## src/bssw_pkg.sv

```systemverilog
package bssw_pkg;

    localparam int MAX_STAMPS         = 32;
    localparam int AIRBRUSH_PERIOD_MS = 50;
    localparam int MS_PER_S           = 1000;
    localparam int MS_ROUND           = MS_PER_S / 2;
    localparam int CNT_W              = $clog2(MAX_STAMPS + 1);

    localparam int SQRT_STEPS = 25;
    localparam int DIV_STEPS  = 17;
    localparam int IT_W       = $clog2(SQRT_STEPS);

    localparam logic [2:0] REG_SPACING  = 3'd0;
    localparam logic [2:0] REG_WORLD_X  = 3'd1;
    localparam logic [2:0] REG_WORLD_Y  = 3'd2;
    localparam logic [2:0] REG_STRENGTH = 3'd3;
    localparam logic [2:0] REG_AIRBRUSH = 3'd4;

    localparam logic OP_BEGIN   = 1'b0;
    localparam logic OP_ADVANCE = 1'b1;

    typedef enum logic [1:0] {
        KIND_PRESS,
        KIND_SPACED,
        KIND_AIR
    } stamp_kind_t;

    typedef enum logic [4:0] {
        DP_NOP,
        DP_LOAD,
        DP_BEGIN,
        DP_MUL_DX,
        DP_MUL_DY,
        DP_SQ_DX,
        DP_SQ_DY,
        DP_SQ_SP,
        DP_SQRT_INIT,
        DP_SQRT_STEP,
        DP_DIV_U_INIT,
        DP_DIV_V_INIT,
        DP_DIV_AIR_INIT,
        DP_DIV_STEP,
        DP_SET_U,
        DP_SPACED,
        DP_AIR_AMT,
        DP_AIR_ADD,
        DP_AIR_STAMP,
        DP_FLUSH
    } dp_op_t;

    typedef enum logic [4:0] {
        S_IDLE,
        S_BEGIN,
        S_MUL_DX,
        S_MUL_DY,
        S_SQ_DX,
        S_SQ_DY,
        S_SQ_SP,
        S_CHECK,
        S_SQRT_INIT,
        S_SQRT,
        S_DIVU_INIT,
        S_DIVU,
        S_SET_U,
        S_DIVV_INIT,
        S_DIVV,
        S_SPACED,
        S_AIR_INIT,
        S_AIR_DIV,
        S_AIR_AMT,
        S_AIR_ADD,
        S_AIR_LOOP,
        S_FLUSH
    } state_t;

    typedef struct packed {
        logic push_ok;
        logic pend_valid;
        logic walk_go;
        logic air_go;
        logic air_en;
    } dp_status_t;

endpackage

```

## src/bssw_ctrl.sv

```systemverilog
module bssw_ctrl (
    input  logic                 aclk,
    input  logic                 aresetn,
    input  logic                 s_tvalid,
    input  logic                 in_op,
    output logic                 s_tready,
    input  bssw_pkg::dp_status_t status,
    output bssw_pkg::dp_op_t     cmd
);

    bssw_pkg::state_t                state_reg, state_next;
    logic [bssw_pkg::IT_W-1:0]       it_reg, it_next;
    logic [bssw_pkg::CNT_W-1:0]      cnt_reg, cnt_next;

    always_ff @(posedge aclk) begin
        if (!aresetn) begin
            state_reg <= bssw_pkg::S_IDLE;
            it_reg    <= '0;
            cnt_reg   <= '0;
        end else begin
            state_reg <= state_next;
            it_reg    <= it_next;
            cnt_reg   <= cnt_next;
        end
    end

    always_comb begin
        state_next = state_reg;
        it_next    = it_reg;
        cnt_next   = cnt_reg;
        cmd        = bssw_pkg::DP_NOP;
        s_tready   = 1'b0;
        unique case (state_reg)
            bssw_pkg::S_IDLE: begin
                s_tready = 1'b1;
                if (s_tvalid) begin
                    cmd      = bssw_pkg::DP_LOAD;
                    cnt_next = '0;
                    state_next = (in_op == bssw_pkg::OP_BEGIN) ? bssw_pkg::S_BEGIN
                                                               : bssw_pkg::S_MUL_DX;
                end
            end
            bssw_pkg::S_BEGIN: begin
                cmd        = bssw_pkg::DP_BEGIN;
                state_next = bssw_pkg::S_FLUSH;
            end
            bssw_pkg::S_MUL_DX: begin
                cmd        = bssw_pkg::DP_MUL_DX;
                state_next = bssw_pkg::S_MUL_DY;
            end
            bssw_pkg::S_MUL_DY: begin
                cmd        = bssw_pkg::DP_MUL_DY;
                state_next = bssw_pkg::S_SQ_DX;
            end
            bssw_pkg::S_SQ_DX: begin
                cmd        = bssw_pkg::DP_SQ_DX;
                state_next = bssw_pkg::S_SQ_DY;
            end
            bssw_pkg::S_SQ_DY: begin
                cmd        = bssw_pkg::DP_SQ_DY;
                state_next = bssw_pkg::S_SQ_SP;
            end
            bssw_pkg::S_SQ_SP: begin
                cmd        = bssw_pkg::DP_SQ_SP;
                state_next = bssw_pkg::S_CHECK;
            end
            bssw_pkg::S_CHECK: begin
                if (cnt_reg == bssw_pkg::CNT_W'(bssw_pkg::MAX_STAMPS) || !status.walk_go) begin
                    state_next = status.air_en ? bssw_pkg::S_AIR_INIT : bssw_pkg::S_FLUSH;
                end else begin
                    state_next = bssw_pkg::S_SQRT_INIT;
                end
            end
            bssw_pkg::S_SQRT_INIT: begin
                cmd        = bssw_pkg::DP_SQRT_INIT;
                it_next    = bssw_pkg::IT_W'(bssw_pkg::SQRT_STEPS - 1);
                state_next = bssw_pkg::S_SQRT;
            end
            bssw_pkg::S_SQRT: begin
                cmd     = bssw_pkg::DP_SQRT_STEP;
                it_next = it_reg - 1'b1;
                if (it_reg == '0) state_next = bssw_pkg::S_DIVU_INIT;
            end
            bssw_pkg::S_DIVU_INIT: begin
                cmd        = bssw_pkg::DP_DIV_U_INIT;
                it_next    = bssw_pkg::IT_W'(bssw_pkg::DIV_STEPS - 1);
                state_next = bssw_pkg::S_DIVU;
            end
            bssw_pkg::S_DIVU: begin
                cmd     = bssw_pkg::DP_DIV_STEP;
                it_next = it_reg - 1'b1;
                if (it_reg == '0) state_next = bssw_pkg::S_SET_U;
            end
            bssw_pkg::S_SET_U: begin
                cmd        = bssw_pkg::DP_SET_U;
                state_next = bssw_pkg::S_DIVV_INIT;
            end
            bssw_pkg::S_DIVV_INIT: begin
                cmd        = bssw_pkg::DP_DIV_V_INIT;
                it_next    = bssw_pkg::IT_W'(bssw_pkg::DIV_STEPS - 1);
                state_next = bssw_pkg::S_DIVV;
            end
            bssw_pkg::S_DIVV: begin
                cmd     = bssw_pkg::DP_DIV_STEP;
                it_next = it_reg - 1'b1;
                if (it_reg == '0) state_next = bssw_pkg::S_SPACED;
            end
            bssw_pkg::S_SPACED: begin
                if (!status.pend_valid || status.push_ok) begin
                    cmd        = bssw_pkg::DP_SPACED;
                    cnt_next   = cnt_reg + 1'b1;
                    state_next = bssw_pkg::S_MUL_DX;
                end
            end
            bssw_pkg::S_AIR_INIT: begin
                cmd        = bssw_pkg::DP_DIV_AIR_INIT;
                it_next    = bssw_pkg::IT_W'(bssw_pkg::DIV_STEPS - 1);
                state_next = bssw_pkg::S_AIR_DIV;
            end
            bssw_pkg::S_AIR_DIV: begin
                cmd     = bssw_pkg::DP_DIV_STEP;
                it_next = it_reg - 1'b1;
                if (it_reg == '0) state_next = bssw_pkg::S_AIR_AMT;
            end
            bssw_pkg::S_AIR_AMT: begin
                cmd        = bssw_pkg::DP_AIR_AMT;
                state_next = bssw_pkg::S_AIR_ADD;
            end
            bssw_pkg::S_AIR_ADD: begin
                cmd        = bssw_pkg::DP_AIR_ADD;
                cnt_next   = '0;
                state_next = bssw_pkg::S_AIR_LOOP;
            end
            bssw_pkg::S_AIR_LOOP: begin
                if (cnt_reg == bssw_pkg::CNT_W'(bssw_pkg::MAX_STAMPS) || !status.air_go) begin
                    state_next = bssw_pkg::S_FLUSH;
                end else if (!status.pend_valid || status.push_ok) begin
                    cmd      = bssw_pkg::DP_AIR_STAMP;
                    cnt_next = cnt_reg + 1'b1;
                end
            end
            bssw_pkg::S_FLUSH: begin
                if (!status.pend_valid) begin
                    state_next = bssw_pkg::S_IDLE;
                end else if (status.push_ok) begin
                    cmd        = bssw_pkg::DP_FLUSH;
                    state_next = bssw_pkg::S_IDLE;
                end
            end
            default: state_next = bssw_pkg::S_IDLE;
        endcase
    end

endmodule

```

## src/bssw_dp.sv

```systemverilog
module bssw_dp (
    input  logic                 aclk,
    input  logic                 aresetn,
    input  bssw_pkg::dp_op_t     cmd,
    input  logic [47:0]          s_tdata,
    input  logic [23:0]          stamp_spacing,
    input  logic [23:0]          world_size_x,
    input  logic [23:0]          world_size_y,
    input  logic [15:0]          strength,
    input  logic                 airbrush_on,
    output bssw_pkg::dp_status_t status,
    output logic                 m_tvalid,
    input  logic                 m_tready,
    output logic [47:0]          m_tdata,   // stamp_u, stamp_v, stamp_amount
    output logic [1:0]           m_tuser,   // stamp_kind
    output logic                 m_tlast
);

    logic [15:0] tu_reg, tv_reg, dms_reg;
    logic [15:0] anchor_u_reg, anchor_v_reg, clock_reg;
    logic [23:0] dx_reg, dy_reg;
    logic [48:0] d2_reg;
    logic [47:0] t2_reg, sp2_reg;
    logic [49:0] sq_x_reg;
    logic [26:0] sq_rem_reg;
    logic [24:0] root_reg;
    logic [25:0] div_rem_reg;
    logic [16:0] div_sh_reg, div_q_reg;
    logic [24:0] div_den_reg;
    logic [15:0] step_u_reg, amt_reg;
    logic [15:0] pend_u_reg, pend_v_reg, pend_amt_reg;
    bssw_pkg::stamp_kind_t pend_kind_reg, out_kind_reg;
    logic        pend_valid_reg, m_valid_reg;
    logic [15:0] out_u_reg, out_v_reg, out_amt_reg;
    logic        out_last_reg;

    logic [23:0] sp, mul_a, mul_b;
    logic [47:0] prod;
    logic [15:0] mu, mv, sv, new_u, new_v;
    logic [40:0] num_add, div_num;
    logic [28:0] rem_sh, trial;
    logic        sq_ge, div_ge, push_ok, push, push_last;
    logic [25:0] div_t;
    logic [16:0] clk_sum;

    assign sp = (stamp_spacing == '0) ? 24'd1 : stamp_spacing;
    assign mu = (tu_reg >= anchor_u_reg) ? tu_reg - anchor_u_reg : anchor_u_reg - tu_reg;
    assign mv = (tv_reg >= anchor_v_reg) ? tv_reg - anchor_v_reg : anchor_v_reg - tv_reg;

    always_comb begin
        mul_a = '0;
        mul_b = '0;
        unique case (cmd)
            bssw_pkg::DP_MUL_DX:       begin mul_a = {8'd0, mu}; mul_b = world_size_x; end
            bssw_pkg::DP_MUL_DY:       begin mul_a = {8'd0, mv}; mul_b = world_size_y; end
            bssw_pkg::DP_SQ_DX:        begin mul_a = dx_reg;     mul_b = dx_reg;       end
            bssw_pkg::DP_SQ_DY:        begin mul_a = dy_reg;     mul_b = dy_reg;       end
            bssw_pkg::DP_SQ_SP:        begin mul_a = sp;         mul_b = sp;           end
            bssw_pkg::DP_DIV_U_INIT:   begin mul_a = {8'd0, mu}; mul_b = sp;           end
            bssw_pkg::DP_DIV_V_INIT:   begin mul_a = {8'd0, mv}; mul_b = sp;           end
            bssw_pkg::DP_DIV_AIR_INIT: begin
                mul_a = {8'd0, strength};
                mul_b = 24'(bssw_pkg::AIRBRUSH_PERIOD_MS);
            end
            default: ;
        endcase
    end

    assign prod    = mul_a * mul_b;
    assign num_add = (cmd == bssw_pkg::DP_DIV_AIR_INIT) ? 41'(bssw_pkg::MS_ROUND)
                                                        : {17'd0, root_reg[24:1]};
    assign div_num = prod[40:0] + num_add;

    assign rem_sh = {sq_rem_reg, sq_x_reg[49:48]};
    assign trial  = {2'd0, root_reg, 2'b01};
    assign sq_ge  = rem_sh >= trial;

    assign div_t  = {div_rem_reg[24:0], div_sh_reg[16]};
    assign div_ge = div_t >= {1'b0, div_den_reg};

    assign sv    = (div_q_reg > {1'b0, mv}) ? mv : div_q_reg[15:0];
    assign new_u = (tu_reg >= anchor_u_reg) ? anchor_u_reg + step_u_reg
                                            : anchor_u_reg - step_u_reg;
    assign new_v = (tv_reg >= anchor_v_reg) ? anchor_v_reg + sv : anchor_v_reg - sv;

    assign clk_sum = {1'b0, clock_reg} + {1'b0, dms_reg};

    assign push_ok   = !m_valid_reg || m_tready;
    assign push_last = (cmd == bssw_pkg::DP_FLUSH);
    assign push      = push_last || (pend_valid_reg && (cmd == bssw_pkg::DP_SPACED ||
                                                        cmd == bssw_pkg::DP_AIR_STAMP));

    always_ff @(posedge aclk) begin
        unique case (cmd)
            bssw_pkg::DP_LOAD: begin
                tu_reg  <= s_tdata[15:0];
                tv_reg  <= s_tdata[31:16];
                dms_reg <= s_tdata[47:32];
            end
            bssw_pkg::DP_MUL_DX: dx_reg  <= prod[39:16];
            bssw_pkg::DP_MUL_DY: dy_reg  <= prod[39:16];
            bssw_pkg::DP_SQ_DX:  d2_reg  <= {1'b0, prod};
            bssw_pkg::DP_SQ_DY:  t2_reg  <= prod;
            bssw_pkg::DP_SQ_SP: begin
                sp2_reg <= prod;
                d2_reg  <= d2_reg + {1'b0, t2_reg};
            end
            bssw_pkg::DP_SQRT_INIT: begin
                sq_x_reg   <= {1'b0, d2_reg};
                sq_rem_reg <= '0;
                root_reg   <= '0;
            end
            bssw_pkg::DP_SQRT_STEP: begin
                sq_x_reg   <= {sq_x_reg[47:0], 2'b00};
                sq_rem_reg <= sq_ge ? 27'(rem_sh - trial) : 27'(rem_sh);
                root_reg   <= {root_reg[23:0], sq_ge};
            end
            bssw_pkg::DP_DIV_U_INIT, bssw_pkg::DP_DIV_V_INIT: begin
                div_rem_reg <= {2'd0, div_num[40:17]};
                div_sh_reg  <= div_num[16:0];
                div_q_reg   <= '0;
                div_den_reg <= root_reg;
            end
            bssw_pkg::DP_DIV_AIR_INIT: begin
                div_rem_reg <= {2'd0, div_num[40:17]};
                div_sh_reg  <= div_num[16:0];
                div_q_reg   <= '0;
                div_den_reg <= 25'(bssw_pkg::MS_PER_S);
            end
            bssw_pkg::DP_DIV_STEP: begin
                div_rem_reg <= div_ge ? div_t - {1'b0, div_den_reg} : div_t;
                div_sh_reg  <= {div_sh_reg[15:0], 1'b0};
                div_q_reg   <= {div_q_reg[15:0], div_ge};
            end
            bssw_pkg::DP_SET_U: step_u_reg <= (div_q_reg > {1'b0, mu}) ? mu : div_q_reg[15:0];
            bssw_pkg::DP_AIR_AMT: amt_reg <= div_q_reg[16] ? 16'hFFFF : div_q_reg[15:0];
            default: ;
        endcase

        if (cmd == bssw_pkg::DP_BEGIN) begin
            pend_u_reg    <= tu_reg;
            pend_v_reg    <= tv_reg;
            pend_amt_reg  <= strength;
            pend_kind_reg <= bssw_pkg::KIND_PRESS;
        end else if (cmd == bssw_pkg::DP_SPACED) begin
            pend_u_reg    <= new_u;
            pend_v_reg    <= new_v;
            pend_amt_reg  <= strength;
            pend_kind_reg <= bssw_pkg::KIND_SPACED;
        end else if (cmd == bssw_pkg::DP_AIR_STAMP) begin
            pend_u_reg    <= tu_reg;
            pend_v_reg    <= tv_reg;
            pend_amt_reg  <= amt_reg;
            pend_kind_reg <= bssw_pkg::KIND_AIR;
        end

        if (push) begin
            out_u_reg    <= pend_u_reg;
            out_v_reg    <= pend_v_reg;
            out_amt_reg  <= pend_amt_reg;
            out_kind_reg <= pend_kind_reg;
            out_last_reg <= push_last;
        end
    end

    always_ff @(posedge aclk) begin
        if (!aresetn) begin
            anchor_u_reg   <= '0;
            anchor_v_reg   <= '0;
            clock_reg      <= '0;
            pend_valid_reg <= 1'b0;
            m_valid_reg    <= 1'b0;
        end else begin
            if (cmd == bssw_pkg::DP_BEGIN) begin
                anchor_u_reg <= tu_reg;
                anchor_v_reg <= tv_reg;
            end else if (cmd == bssw_pkg::DP_SPACED) begin
                anchor_u_reg <= new_u;
                anchor_v_reg <= new_v;
            end

            if (cmd == bssw_pkg::DP_BEGIN) begin
                clock_reg <= '0;
            end else if (cmd == bssw_pkg::DP_AIR_ADD) begin
                clock_reg <= clk_sum[16] ? 16'hFFFF : clk_sum[15:0];
            end else if (cmd == bssw_pkg::DP_AIR_STAMP) begin
                clock_reg <= clock_reg - 16'(bssw_pkg::AIRBRUSH_PERIOD_MS);
            end

            if (cmd == bssw_pkg::DP_FLUSH) begin
                pend_valid_reg <= 1'b0;
            end else if (cmd == bssw_pkg::DP_BEGIN || cmd == bssw_pkg::DP_SPACED ||
                         cmd == bssw_pkg::DP_AIR_STAMP) begin
                pend_valid_reg <= 1'b1;
            end

            if (push) begin
                m_valid_reg <= 1'b1;
            end else if (m_tready) begin
                m_valid_reg <= 1'b0;
            end
        end
    end

    assign status.push_ok    = push_ok;
    assign status.pend_valid = pend_valid_reg;
    assign status.walk_go    = d2_reg >= {1'b0, sp2_reg};
    assign status.air_go     = clock_reg >= 16'(bssw_pkg::AIRBRUSH_PERIOD_MS);
    assign status.air_en     = airbrush_on;

    assign m_tvalid = m_valid_reg;
    assign m_tdata  = {out_amt_reg, out_v_reg, out_u_reg};
    assign m_tuser  = out_kind_reg;
    assign m_tlast  = out_last_reg;

    a_push_room: assert property (@(posedge aclk) disable iff (!aresetn)
        push |-> (!m_valid_reg || m_tready))
        else $error("stamp pushed onto a held beat");

    a_flush_clears: assert property (@(posedge aclk) disable iff (!aresetn)
        (cmd == bssw_pkg::DP_FLUSH) |=> !pend_valid_reg)
        else $error("pending stamp survives flush");

    a_air_period: assert property (@(posedge aclk) disable iff (!aresetn)
        (cmd == bssw_pkg::DP_AIR_STAMP) |-> (clock_reg >= 16'(bssw_pkg::AIRBRUSH_PERIOD_MS)))
        else $error("airbrush stamp without a full period");

endmodule

```

## src/brush_stamp_spacing_walker_unit.sv

```systemverilog
// Brush stamp spacing walker.
// Input beats (s_*): tuser = opcode (0 begin, 1 advance); tdata = target_u,
// target_v, delta_ms from bit 0 up. Output beats (m_*): one per stamp; tdata =
// stamp_u, stamp_v, stamp_amount; tuser = stamp_kind; tlast marks the final
// stamp of an input item. An advance item may give no beat at all.
// Configuration over APB at byte addresses 0x0..0x10 (spacing, world x,
// world y, strength, airbrush enable); write only while the block is idle.
// One item is taken at a time. A begin item makes its press stamp pending in
// the begin state and sends it from the flush state once the output has room.
// Each spaced stamp takes the walk test, the 25-step square root and two
// 17-step divisions on the shared divider. With airbrush on, amount division
// and clock update lead, then each airbrush stamp one cycle unless stalled.
// Each stamp is held one step behind so that its tlast is known; a stalled
// receiver holds the output register and the walk waits for it.
// Reset (synchronous, aresetn low) clears the anchor, airbrush clock and
// registers to their defaults and drops any beat in flight.
module brush_stamp_spacing_walker_unit (
    input  logic        aclk,
    input  logic        aresetn,
    input  logic        s_tvalid,
    output logic        s_tready,
    input  logic [47:0] s_tdata,   // target_u, target_v, delta_ms
    input  logic        s_tuser,   // opcode
    output logic        m_tvalid,
    input  logic        m_tready,
    output logic [47:0] m_tdata,   // stamp_u, stamp_v, stamp_amount
    output logic [1:0]  m_tuser,   // stamp_kind
    output logic        m_tlast,
    input  logic        psel,
    input  logic        penable,
    input  logic        pwrite,
    input  logic [4:0]  paddr,
    input  logic [31:0] pwdata,
    output logic [31:0] prdata,
    output logic        pready
);

    logic [23:0] spacing_reg, world_x_reg, world_y_reg;
    logic [15:0] strength_reg;
    logic        airbrush_reg;
    logic        wr_en;

    bssw_pkg::dp_status_t status;
    bssw_pkg::dp_op_t     cmd;

    assign pready = 1'b1;
    assign wr_en  = psel && penable && pwrite && pready;

    always_ff @(posedge aclk) begin
        if (!aresetn) begin
            spacing_reg  <= 24'd256;
            world_x_reg  <= 24'd65536;
            world_y_reg  <= 24'd65536;
            strength_reg <= 16'hFFFF;
            airbrush_reg <= 1'b0;
        end else if (wr_en) begin
            unique case (paddr[4:2])
                bssw_pkg::REG_SPACING:  spacing_reg  <= pwdata[23:0];
                bssw_pkg::REG_WORLD_X:  world_x_reg  <= pwdata[23:0];
                bssw_pkg::REG_WORLD_Y:  world_y_reg  <= pwdata[23:0];
                bssw_pkg::REG_STRENGTH: strength_reg <= pwdata[15:0];
                bssw_pkg::REG_AIRBRUSH: airbrush_reg <= pwdata[0];
                default: ;
            endcase
        end
    end

    always_comb begin
        unique case (paddr[4:2])
            bssw_pkg::REG_SPACING:  prdata = {8'd0, spacing_reg};
            bssw_pkg::REG_WORLD_X:  prdata = {8'd0, world_x_reg};
            bssw_pkg::REG_WORLD_Y:  prdata = {8'd0, world_y_reg};
            bssw_pkg::REG_STRENGTH: prdata = {16'd0, strength_reg};
            bssw_pkg::REG_AIRBRUSH: prdata = {31'd0, airbrush_reg};
            default:                prdata = '0;
        endcase
    end

    bssw_ctrl u_ctrl (
        .aclk     (aclk),
        .aresetn  (aresetn),
        .s_tvalid (s_tvalid),
        .in_op    (s_tuser),
        .s_tready (s_tready),
        .status   (status),
        .cmd      (cmd)
    );

    bssw_dp u_dp (
        .aclk          (aclk),
        .aresetn       (aresetn),
        .cmd           (cmd),
        .s_tdata       (s_tdata),
        .stamp_spacing (spacing_reg),
        .world_size_x  (world_x_reg),
        .world_size_y  (world_y_reg),
        .strength      (strength_reg),
        .airbrush_on   (airbrush_reg),
        .status        (status),
        .m_tvalid      (m_tvalid),
        .m_tready      (m_tready),
        .m_tdata       (m_tdata),
        .m_tuser       (m_tuser),
        .m_tlast       (m_tlast)
    );

endmodule

```

## config.mk

```make
export PLATFORM = sky130hd
export DESIGN_NAME = brush_stamp_spacing_walker_unit
export DESIGN_NICKNAME = d
export VERILOG_FILES = /design/src/bssw_pkg.sv /design/src/bssw_ctrl.sv /design/src/bssw_dp.sv /design/src/brush_stamp_spacing_walker_unit.sv
export SDC_FILE = /design/constraint.sdc
export NUM_CORES = 2
export LEC_CHECK = 0
export BUFFER_PORTS_ARGS = -buffer_cell sky130_fd_sc_hd__buf_2
export CAP_MARGIN = 40
export CORE_MARGIN = 2
export CORE_UTILIZATION = 65
export CTS_BUF_LIST = sky130_fd_sc_hd__clkbuf_8
export CTS_CLUSTER_DIAMETER = 100
export DETAILED_ROUTE_END_ITERATION = 6
export PLACE_DENSITY = 0.83
export SKIP_CTS_REPAIR_TIMING = 1
export SLEW_MARGIN = 5
export SYNTH_ARGS = -nofsm -noshare
export SYNTH_HDL_FRONTEND = slang
export SYNTH_HIERARCHICAL = 1
export SYNTH_SLANG_ARGS = --single-unit
```

## constraint.sdc

```tcl
create_clock -name aclk -period 16.45 [get_ports aclk]
set_clock_uncertainty 0.15 [all_clocks]
set_input_delay 3.29 -clock aclk [delete_from_list [all_inputs] [get_ports aclk]]
set_output_delay 3.29 -clock aclk [all_outputs]
set_load 0.005 [all_outputs]
```

==> impl_results.md <==
* Status: finished, violations left
* Failing checks: DRC
* Min Tclk post-route at ~15000 ps
* CTS buffer count at 120
* Layout Utilization at between 70% and 80%
* CTS clk-pin slew, worst paths at 60 ps
* WP buf/inv at 6
* # setup viols final at 0
* Slowest cell on the critical path: a21o_1
* CTS tree: yes
* Seq/Total Area, Yosys at a little under a third
* Yosys reg bits at 715
* Hold path cells at 0
* Wire per inst at ~21 um
* CP Capture Point: u_dp/div_rem_reg[22]
* Horiz. Die Dim at 314 um
* Syn Area/Cell at between 9 and 10 sq um
* # clock sinks at approximately 700
* R2R Path Start: u_dp/clock_reg[1]
* Critical Path AT at between 15000 and 20000 ps
* Max reg flops at 50
* FMAX at ~67 MHz
* Worst r2r path cells at between 40 and 50
* Post-DP HPWL at approximately 130000 um
* CP Data Required Time at approximately 17000 ps
* Worst-skew pair later-pin latency at 810 ps
* Full die area at about 0.098 sq mm
* Layout cells sized above 1 at approximately a tenth
* RR Endpoint: u_dp/div_rem_reg[22]
* I/O Pins at ~180
* Rows at around 110
* Number of flops mapped to enable cells by yosys at between 500 and 600
* CP endpoint kind: flop
* Area leader, netlist: edfxtp_1
* Primary FF master, synth: edfxtp_1
* H-tree depth at 3
* Period Utilization, post-route at approximately nine tenths
* Fin. Hold Viols at 0
* Hold WC Path Type: reg -> reg
* Post-synth ARST share at 0%
* RSZ-0062 raised after global routing: false
* Most frequent cells after synthesis: inv_1 (903), nand2_1 (885), edfxtp_1 (558), ha_1 (493), fa_1 (492)
* Slew @ Worst Pin at 997 ps
* Synth unique cells at between 100 and 150
* Slew Limit Fails at 0
* Critical Path Source: m_tready
* Core Area at 0.0950 sq mm
* Largest net degree at the start of global routing at 94
* Slowest stage delay, CP at 660 ps
* DRC at 11
* Vias in the first global route at 49.6k
* Count leader, synth: inv_1
* Cell count after synthesis at between 6k and 7k
* CTS Buffer Depth at 3
* Number of vias per cell at about 6.2
* Kind of cell adding the most delay to the critical path: compound AO/OA/AOI/OAI gates
* CP max FO at 24
* Syn. warnings at 6
* Startpoint type of the worst setup path: primary input
* CP Class: in -> reg
* Post-Layout Cell Count at ~8.0k
* Synth top area cells: edfxtp_1 (27%), fa_1 (16%), ha_1 (9.9%)
* Total Wirelength at between 150000 and 200000 um
* Die Y at about 310 um
* Initial Util at roughly 66%
* GPL Wtd Cong at a little under 1
* Netlist Area Pre-Place at between 0.06 and 0.07 sq mm
* Total GRT Usage at 34.6%
* Final ANT Viol Nets at 0
* Initial drt markers at between 5k and 6k
* Detailed-route via count at roughly 50k
* Port Buffers at ~160
* First drt pass iteration count at 7
* Placed Cells at around 7.8k
* Area Growth Syn to Fin at 7.62%
* Fin nets at just under 8k
* R2R Setup Slk at between 2000 and 2500 ps
* Final setup TNS at 0 ps
* Critical Path Stages at 48
* Relative slew slack at 33.3%
* Gr ovfl total at 0
* Yosys top cell area share at a little over a quarter
* Clk root buf: clkbuf_8
* Max Cap Viol at 0
* Initial antenna violation count at 4
* First-pass GRT wire length at 267000 um
## worst min-delay path by stage
stage                     endpoint  slack, ps            startpoint
2_1_floorplan  u_dp/out_amt_reg[0]        250  u_dp/pend_amt_reg[0]
3_3_place_gp     u_dp/out_v_reg[5]        250    u_dp/pend_v_reg[5]
3_5_place_dp    u_dp/out_u_reg[15]        250   u_dp/pend_u_reg[15]
4_1_cts         u_dp/out_v_reg[15]        270   u_dp/pend_v_reg[15]
5_1_grt          u_dp/out_v_reg[1]        260    u_dp/pend_v_reg[1]
6_report         u_dp/out_v_reg[1]        270    u_dp/pend_v_reg[1]
## area by class of cell
type / instances / area [sq um]
antenna: 3 / 7.51
clock inverter: 106 / 704
sequential: 715 / 19900
fill: 6948 / 27900
clock buffer: 124 / 1710
multi-input combinational: 4627 / 38000
timing repair buffer: 284 / 1820
inverter: 904 / 3390
tap: 1265 / 1580
## cell families (layout without fill, tap and decap cells)
logic type                 after synthesis  after routing  synth area share, %
xor gates and xnor gates               256            256                 3.68
muxes                                  188            188                 3.40
and+or+nand+nor                       1891           1891                 13.8
AOI/OAI and AO/OA                     1298           1298                 14.0
adders and majority gates              985            985                 25.7
buffers and inverters                 1186           1418                 7.53
other                                    2             12               0.0120
DFF                                    715            715                 31.9
## per-stage QoR
step	setup WS (ps)	hold slack (ps)	instance area [sq um]
5_1_grt	871	264	67100
3_5_place_dp	883	255	64700
6_report	1440	266	67100
4_1_cts	1710	267	67100
3_3_place_gp	1090	250	64500
2_1_floorplan	1260	250	62400
## cell usage in the layout, fill, tap and decap left out, types with 152 or more instances in the layout
cell      synthesis  layout
a21o_1          152     152
a21oi_1         312     311
buf_2            25     162
dfxtp_1         157     157
edfxtp_1        558     558
fa_1            492     492
ha_1            493     493
inv_1           903     937
nand2_1         885     885
nor2_1          457     449
o21ai_0         270     265
xnor2_1         160     160
## metal layers
metal  share of wire (%)  GRT usage [%]  vias up
met5               0.028              0        -
met4                 6.5           19.7        6
met3                  10           7.97      686
met2                  46           55.3     2651
met1                  37           43.4    24000
li1                    -              -    22400
Power is left out: the tool's default activity adds up to more than one toggle a clock period on the data nets, which glitch-free logic cannot reach.
